===== src/rtl/pfe_pkg.sv =====
// shared types, constants and arithmetic helpers for the path frenet error finder
// no dependencies
package pfe_pkg;

  localparam int WAYPOINTS    = 17;
  localparam int MAX_SEGMENTS = 16;
  localparam int QDepth       = 2;
  localparam int CordicSteps  = 16;
  localparam int AngW         = 23;
  localparam int HdgW         = 19;
  localparam int PosW         = 32;

  localparam logic signed [AngW-1:0] PiQ     = 23'sd205887;
  localparam logic signed [AngW-1:0] TwoPiQ  = 23'sd411775;
  localparam logic signed [AngW-1:0] HalfPiQ = 23'sd102944;
  localparam logic signed [32:0] CordicGain  = 33'sd652032874;
  localparam logic [16:0] ParamOne           = 17'd65536;

  typedef enum logic {
    KIND_WAYPOINT,
    KIND_POSE
  } kind_e;

  typedef struct packed {
    kind_e                  kind;
    logic signed [PosW-1:0] x;
    logic signed [PosW-1:0] y;
    logic signed [HdgW-1:0] hdg;
  } item_t;

  typedef struct packed {
    logic  avail;
    item_t head;
  } queue_head_t;

  typedef enum logic [4:0] {
    S_IDLE, S_RD_A, S_RD_B, S_DIFF, S_LEN0, S_LEN1, S_DOT0, S_DOT1, S_DOT2,
    S_DIV_INIT, S_DIV, S_W0, S_W1, S_W2, S_W3, S_D0, S_D1, S_D2, S_CMP,
    S_COR_INIT, S_COR, S_EY0, S_EY1, S_EY2, S_EY3, S_NEXT, S_DONE
  } state_e;

  function automatic logic signed [AngW-1:0] atan_q16(input logic [3:0] i);
    logic signed [AngW-1:0] r;
    case (i)
      4'd0:    r = 23'sd51472;
      4'd1:    r = 23'sd30385;
      4'd2:    r = 23'sd16055;
      4'd3:    r = 23'sd8150;
      4'd4:    r = 23'sd4091;
      4'd5:    r = 23'sd2047;
      4'd6:    r = 23'sd1024;
      4'd7:    r = 23'sd512;
      4'd8:    r = 23'sd256;
      4'd9:    r = 23'sd128;
      4'd10:   r = 23'sd64;
      4'd11:   r = 23'sd32;
      4'd12:   r = 23'sd16;
      4'd13:   r = 23'sd8;
      4'd14:   r = 23'sd4;
      default: r = 23'sd2;
    endcase
    return r;
  endfunction

  // input stays within about three turns, two passes each way suffice
  function automatic logic signed [AngW-1:0] wrap_angle(input logic signed [AngW-1:0] a);
    logic signed [AngW-1:0] r;
    r = a;
    for (int k = 0; k < 2; k++) begin
      if (r > PiQ) r = r - TwoPiQ;
    end
    for (int k = 0; k < 2; k++) begin
      if (r < -PiQ) r = r + TwoPiQ;
    end
    return r;
  endfunction

  function automatic logic signed [31:0] sat_diff(input logic signed [35:0] v);
    logic signed [31:0] r;
    if (v > 36'sd2147483647) r = 32'sd2147483647;
    else if (v < -36'sd2147483647) r = -32'sd2147483647;
    else r = v[31:0];
    return r;
  endfunction

  function automatic logic signed [63:0] rnd16(input logic signed [63:0] v);
    logic signed [63:0] r;
    if (!v[63]) r = (v + 64'sd32768) >>> 16;
    else r = -((-v + 64'sd32768) >>> 16);
    return r;
  endfunction

  function automatic logic signed [31:0] rnd30_sat(input logic signed [63:0] v);
    logic signed [63:0] r;
    logic signed [31:0] o;
    if (!v[63]) r = (v + 64'sd536870912) >>> 30;
    else r = -((-v + 64'sd536870912) >>> 30);
    if (r > 64'sd2147483647) o = 32'sh7fffffff;
    else if (r < -64'sd2147483648) o = 32'sh80000000;
    else o = r[31:0];
    return o;
  endfunction

endpackage


===== src/rtl/pfe_front.sv =====
// front end: takes requests, classifies them and queues them for the back end
// depends on pfe_pkg
module pfe_front (
  input  logic                           clk_i,
  input  logic                           rst_ni,
  input  logic                           start_i,
  output logic                           busy_o,
  input  logic                           req_type_i,
  input  logic signed [pfe_pkg::PosW-1:0] pos_x_i,
  input  logic signed [pfe_pkg::PosW-1:0] pos_y_i,
  input  logic signed [pfe_pkg::HdgW-1:0] heading_i,
  input  logic                           pop_i,
  output pfe_pkg::queue_head_t           head_o
);

  localparam int PtrW = $clog2(pfe_pkg::QDepth);
  localparam int CntW = $clog2(pfe_pkg::QDepth + 1);

  pfe_pkg::item_t    slot_q [pfe_pkg::QDepth];
  logic [PtrW-1:0]   wptr_q, rptr_q;
  logic [CntW-1:0]   cnt_q;
  logic              push;
  logic              pop;
  pfe_pkg::item_t    in_item;

  assign busy_o = (cnt_q == CntW'(pfe_pkg::QDepth));
  assign push   = start_i && !busy_o;
  assign pop    = pop_i && (cnt_q != '0);

  always_comb begin
    in_item.kind = req_type_i ? pfe_pkg::KIND_POSE : pfe_pkg::KIND_WAYPOINT;
    in_item.x    = pos_x_i;
    in_item.y    = pos_y_i;
    in_item.hdg  = heading_i;
  end

  assign head_o.avail = (cnt_q != '0);
  assign head_o.head  = slot_q[rptr_q];

  always_ff @(posedge clk_i) begin
    if (push) slot_q[wptr_q] <= in_item;
  end

  always_ff @(posedge clk_i or negedge rst_ni) begin
    if (!rst_ni) begin
      wptr_q <= '0;
      rptr_q <= '0;
      cnt_q  <= '0;
    end else begin
      if (push) wptr_q <= (wptr_q == PtrW'(pfe_pkg::QDepth - 1)) ? '0 : wptr_q + 1'b1;
      if (pop) rptr_q <= (rptr_q == PtrW'(pfe_pkg::QDepth - 1)) ? '0 : rptr_q + 1'b1;
      case ({push, pop})
        2'b10:   cnt_q <= cnt_q + 1'b1;
        2'b01:   cnt_q <= cnt_q - 1'b1;
        default: cnt_q <= cnt_q;
      endcase
    end
  end

endmodule


===== config.mk =====
export PLATFORM = sky130hd
export DESIGN_NAME = pfe_front
export DESIGN_NICKNAME = d
export VERILOG_FILES = /design/src/rtl/pfe_pkg.sv /design/src/rtl/pfe_front.sv
export SDC_FILE = /design/constraint.sdc
export NUM_CORES = 1
export LEC_CHECK = 0
export ABC_AREA = 1
export BUFFER_PORTS_ARGS = -buffer_cell sky130_fd_sc_hd__clkbuf_2
export CORE_UTILIZATION = 43
export CTS_BUF_LIST = sky130_fd_sc_hd__clkbuf_4
export CTS_CLUSTER_DIAMETER = 50
export DETAILED_ROUTE_END_ITERATION = 7
export GPL_TIMING_DRIVEN = 0
export PLACE_DENSITY_LB_ADDON = 0.08
export SLEW_MARGIN = 10
export SYNTH_ARGS = -nofsm -noshare
export SYNTH_HDL_FRONTEND = slang
export SYNTH_SLANG_ARGS = --single-unit

===== constraint.sdc =====
create_clock -name clk_i -period 5.1 [get_ports clk_i]
set_input_delay 0.51 -clock clk_i [delete_from_list [all_inputs] [get_ports clk_i]]
set_output_delay 0.51 -clock clk_i [all_outputs]
set_load 0.05 [all_outputs]

==> flow_summary.yaml, run 1 <==
status:
  status: "finished, final reports clean"
place:
  io_buffer_count: 173
  hpwl_mm: 8.40
  placed_cells: 832
  place_area_mm2: 0.00757
  place_congestion: 0.711
hold_path:
  hp-class: "input port to register"
cells_and_area:
  fin_cells: 865
  diodes: 0
  drive_above_1_share_pct: 33.5
  register_area_mm2: 0.00514
  syn_to_final_growth_pct: 24.1
  multi_input_area_mm2: 0.00105
  final_cell_area_mm2: 0.00790
  fillerInstances: 1290
  nets: 757
timing:
  tightestPinTransition_ns: 0.741
  period_needed_ns: 2.37
  whs_ns: 0.142
  finalSetupViolCount: 0
  slew_violations: 0
  slew-limit-headroom_pct: 50.5
  finClkSkew_ns: 0.0159
  timing.setup.tns_ns: 0
  hold_violations: 0
  max_freq_ghz: 0.422
  finalCritPeriodShare_pct: 46.5
  rsz0062_at_grt: "false"
detailed_routing:
  wl_mm: 12.5
  vias: 3949
  drc_errors: 0
  vias_per_cell: 4.57
  drt_pass1_iterations: 4
  drtIter0Drc: 233
  wl_per_cell_um: 14.5
  ant_nets: 0
setup_path:
  path_buf_inv: 5
  crit_chain: "buf_4 > inv_2 > buf_6 > buf_6 > nand2_1 > nand2_1 > clkbuf_2"
  crit_path_end: "head_o[63]"
  crit_cells: 7
  worstPathArrival_ns: 1.86
  reg2reg_depth: 5
  cp_top_family: "buffers and inverters"
  max_stage_delay_ns: 0.37
  cp-start-kind: "register"
  crit_start: "rptr_q"
  r2r-start: "cnt_q[1]"
  endpoint_kind: "primary output"
  r2r_slack_ns: 3.02
  path_class: "register to primary output"
  worstPathMaxFanout: 10
  slowest_stage: "dfrtp_1"
  timing.rr.end: "slot_q[1][65]"
  crit_required_ns: 4.59
synthesis:
  yosys_warnings: 0
  ys_seq_area_share_pct: 80.9
  yosysUniqueCellTypes: 14
  async_flop_share_pct: 2.33
  synth.largest_area_cell: "edfxtp_1"
  synth.most_common_cell: "nand2_1"
  synth_area_leaders: "edfxtp_1 79%, nand2_1 15%, dfrtp_1 1.6%"
  synthTopCellsByCount: "262 x nand2_1, 168 x edfxtp_1, 10 x buf_2"
  avgSynthCellArea_um2: 13.5
  postSynthCellCount: 471
  syn_nets: 560
  synth-edff-count: 168
  ys_ff_latch: 172
  yosys.area.top_type_share_pct: 79.3
  ys_dominant_reg_cell: "edfxtp_1"
  synthesis.area_mm2: 0.00636
cts:
  clkTransAtPathRegs_ns: 0.13
  insertion_delay_ns: 0.55
  numCtsBuffers: 17
  cts_resized: 0
  h-tree-depth: 4
  clockBufferDepth: 2
  cts_tree: "yes"
  cts_root_buf: "clkbuf_4"
  clock-sinks: 172
global_route:
  overflow: 0
  grt_pass1_wl_mm: 18.6
  grt_pass1_vias: 3683
  antenna_found_initial: 0
  track_usage_pct: 17.0
  grt_max_degree: 54
floorplan:
  coreArea_mm2: 0.0145
  io_pins: 174
  dieArea_mm2: 0.0153
  num_rows: 44
  dieWidth_um: 124
  initial_core_util_pct: 43.9
  die_h_um: 124
run:
  maxCapViolations: 0
## repair_timing
item | in CTS | in global routing
hold endpoints to repair | 4 | 0
setup buffers | 0 | 0
hold buffers | 1 | 0
## logic make-up after synthesis
group / share of synthesized area [%]
AND/OR/NAND/NOR: 15.9
flip-flops: 80.9
XOR/XNOR: 0.138
adder cells (fa/ha/maj): 0.197
AO/OA/AOI/OAI: 0.0786
buffers and inverters: 2.79
## cell type report
type / instances / area share [%]
Sequential cell: 172 / 65.2
Multi-Input combinational cell: 271 / 13.2
Timing Repair Buffer: 178 / 12.4
Tap cell: 184 / 2.92
Clock buffer: 23 / 2.19
Clock inverter: 9 / 1.82
Buffer: 19 / 1.82
Inverter: 9 / 0.460
## metal layers
metal | track usage, % | vias to the layer above | part of all wire, %
li1 | - | 1982 | -
met1 | 20.4 | 1837 | 43
met2 | 27.8 | 121 | 50
met3 | 6.55 | 9 | 6.7
met4 | 5.87 | 0 | 1.1
met5 | 0 | - | 0
## placed cells by master (no fill, tap or decap), drive strengths merged
cell         synthesis  layout
nand3                3       3
buf                 19      23
xnor2                1       1
edfxtp             168     168
dlygate4sd3          0       1
nand4                1       1
nand2              262     262
bufinv               0       4
dfrtp                4       4
ha                   1       1
o21ai                1       1
clkinv               0       4
nor2                 2       2
clkinvlp             0       1
inv                  9       9
clkbuf               0     196
## registers in the layout, summed over array words and instances (netlist names)
name	flops
wptr_q	1
slot_q	168
rptr_q	1
cnt_q	2
## how the worst min path moves through the flow
stage,cells past startpoint,from,end
floorplan,0,rst_ni,cnt_q[0]
global placement,1,rst_ni,rptr_q
detailed placement,1,rst_ni,rptr_q
CTS,1,pos_y_i[5],slot_q[1][24]
global route,1,pos_x_i[0],slot_q[1][51]
finish,1,pos_y_i[5],slot_q[1][24]
## through the flow
step | setup WS [ns] | util (%)
final | 2.73 | 54.5
after global routing | 2.52 | 54.5
after CTS | 2.64 | 54.5
after detailed placement | 2.86 | 52.3
after global placement | -1.79 | 51.5
after floorplan | 0.417 | -
Power of run 1 is left out: the tool's default activity adds up to more than one toggle a clock period on the data nets, which glitch-free logic cannot reach.
==> run 2: changes to the inputs <==
--- a/config.mk
+++ b/config.mk
@@ -5,7 +5,7 @@
 export SDC_FILE = /design/constraint.sdc
 export NUM_CORES = 1
 export LEC_CHECK = 0
-export ABC_AREA = 1
+export ABC_AREA = 0
 export BUFFER_PORTS_ARGS = -buffer_cell sky130_fd_sc_hd__clkbuf_2
 export CORE_UTILIZATION = 43
 export CTS_BUF_LIST = sky130_fd_sc_hd__clkbuf_4
==> constraint.sdc (replaced) <==
create_clock -name clk_i -period 2.3 [get_ports clk_i]
set_input_delay 0.23 -clock clk_i [delete_from_list [all_inputs] [get_ports clk_i]]
set_output_delay 0.23 -clock clk_i [all_outputs]
set_load 0.05 [all_outputs]
==> run 2 against run 1 <==
Worst setup slack got worse by 2.6 ns. Die area down 1.4%. Count of clock-buffer cells in the layout is 4 lower. First-iteration DRC count is 18% lower. Flip-flop and latch count unchanged. Critical path depth fell by 3. Critical path type unchanged. Largest cell class unchanged.
==> flow_summary.yaml, run 2 <==
status:
  status: "finished, final reports clean"
timing:
  rsz0062_at_grt: "false"
  slew-limit-headroom_pct: 57.3
  finalCritPeriodShare_pct: 94.0
  slew_violations: 0
  finClkSkew_ns: 0.0195
  period_needed_ns: 2.16
  finalSetupViolCount: 0
  hold_violations: 0
  max_freq_ghz: 0.463
  tightestPinTransition_ns: 0.641
floorplan:
  dieArea_mm2: 0.0151
  num_rows: 43
  die_h_um: 123
  dieWidth_um: 123
  initial_core_util_pct: 44.6
  coreArea_mm2: 0.0140
  io_pins: 174
synthesis:
  ys_seq_area_share_pct: 82.1
  yosys_warnings: 0
  synth.largest_area_cell: "edfxtp_1"
  synth.most_common_cell: "edfxtp_1"
  yosys.area.top_type_share_pct: 80.5
  yosysUniqueCellTypes: 17
  syn_nets: 368
  synthesis.area_mm2: 0.00627
  ys_ff_latch: 172
  synth_area_leaders: "edfxtp_1 80%, mux2_1 9.0%, mux2_2 6.1%"
  synth-edff-count: 168
  async_flop_share_pct: 2.33
  ys_dominant_reg_cell: "edfxtp_1"
  synthTopCellsByCount: "168 x edfxtp_1, 50 x mux2_1, 34 x mux2_2"
  postSynthCellCount: 279
  avgSynthCellArea_um2: 22.5
global_route:
  track_usage_pct: 15.8
  grt_pass1_vias: 3583
  grt_max_degree: 44
  antenna_found_initial: 0
  overflow: 0
  grt_pass1_wl_mm: 17.3
cts:
  clock-sinks: 172
  cts_tree: "yes"
  numCtsBuffers: 17
  insertion_delay_ns: 0.54
  clockBufferDepth: 2
  cts_root_buf: "clkbuf_4"
  h-tree-depth: 4
  post_cts_buffers: 0
  clkTransAtPathRegs_ns: 0.13
detailed_routing:
  drtIter0Drc: 190
  vias_per_cell: 4.63
  ant_nets: 0
  drt_pass1_iterations: 6
  wl_mm: 11.2
  wl_per_cell_um: 14.8
  vias: 3503
  drc_errors: 0
cells_and_area:
  drive_above_1_share_pct: 44.4
  final_common_cell: "edfxtp_1"
  fin_util_pct: 61.6
  reg_top3: "slot_q: 168 flops, cnt_q: 2 flops"
  registers.top_by_ff_count: "slot_q"
  syn_to_final_growth_pct: 38.0
  final_cell_mix: "168 x edfxtp_1, 142 x clkbuf_2, 88 x dlygate4sd3_1, 50 x mux2_1, 34 x mux2_2"
  diodes: 0
  nets: 652
  fillerInstances: 1066
  largest_register_ffs: 168
power:
  power_mw: 11.3
  peakVddDrop_mv: 0.879
  p_leak_nw: 3.32
  power_density_mw_per_mm2: 1310
run:
  maxCapViolations: 0
setup_path:
  slowest_stage: "dfrtp_1"
  crit_required_ns: 2.07
  cp-start-kind: "register"
  path_class: "register to primary output"
  crit_chain: "buf_6 > buf_6 > mux2_1 > clkbuf_2"
  cp_common_cell: "buf_6"
  worstPathArrival_ns: 1.93
  max_stage_delay_ns: 0.43
  endpoint_kind: "primary output"
  worstPathMaxFanout: 10
place:
  io_buffer_count: 173
  hpwl_mm: 7.38
  place_congestion: 0.675
hold_path:
  hp-class: "input port to register"
run 2: report_power, final:
part,switching [mW],total [mW],internal (mW),leakage [nW]
Sequential,0.168,4.44,4.27,1.61
Combinational,3.72,5.18,1.47,1.56
Clock,0.962,1.73,0.766,0.157
Total,4.85,11.3,6.50,3.32
run 2: cells by family (layout without fill, tap and decap cells):
| kind of cell | count (synthesis) | count (layout) | share of synthesized area (%) |
|---|---|---|---|
| mux | 84 | 84 | 15.1 |
| xor+xnor | 5 | 5 | 0.699 |
| fa+ha+maj | 1 | 1 | 0.200 |
| flops | 172 | 172 | 82.1 |
| buf+inv | 10 | 307 | 1.32 |
| simple gates | 7 | 7 | 0.619 |
run 2: cell type report:
cell class | count | area (um^2) | share of cell area [%]
tap | 180 | 225 | 2.60
inverter | 1 | 3.75 | 0.0434
buffer | 9 | 82.6 | 0.955
timing repair buffer | 265 | 1840 | 21.2
clock inverter | 13 | 150 | 1.74
clock buffer | 19 | 143 | 1.65
sequential | 172 | 5140 | 59.5
multi-input combinational | 97 | 1060 | 12.3
run 2: worst max-delay path: cells and delay by family, from the launching register on:
family	cells	cell delay, ns
buffers and inverters	3	0.62
flip-flops	1	0.43
multiplexers	1	0.33
run 2: final timing paths:
kind	end	cells after the start	slack, ns	start
min	slot_q[1][59]	2	0.40	pos_x_i[8]
min in group asynchronous	wptr_q	3	0.56	rst_ni
min reg2reg	cnt_q[0]	1	0.54	cnt_q[0]
max in group asynchronous	cnt_q[1]	3	1.56	rst_ni
max	head_o[41]	4	0.14	rptr_q
max reg2reg	slot_q[1][54]	3	0.45	cnt_q[0]
run 2: per-stage QoR:
stage	hold slack (ns)	worst slack, ns	TNS (ns)	area (um^2)	cells
after detailed placement	0.0502	0.422	0	7470	636
after CTS	0.337	0.0235	0	8650	756
final	0.405	0.139	0	8650	756
after global routing	0.351	0.000199	0	8650	756
after global placement	0.0466	-0.747	-92.41	7380	632
after floorplan	-0.0656	0.00923	0	6290	279
run 2: layer usage:
layer / global-route usage (%) / part of all wire [%] / vias up / wire, um
met5: 0 / 0 / - / 0
met1: 17.8 / 41 / 1699 / 4640
met2: 26.5 / 50 / 112 / 5590
met3: 6.32 / 7.5 / 14 / 838
met4: 6.55 / 1.3 / 0 / 148
li1: - / - / 1678 / -
run 2: what timing repair did:
| item | 4_1_cts | 5_1_grt |
|---|---|---|
| endpoints found under the hold margin | 174 | 0 |
| gates resized for setup | 2 | 30 |
| setup endpoints to repair | 17 | 30 |
| hold buffers | 88 | 0 |
Note: power is estimated with default switching activity, not from simulation.
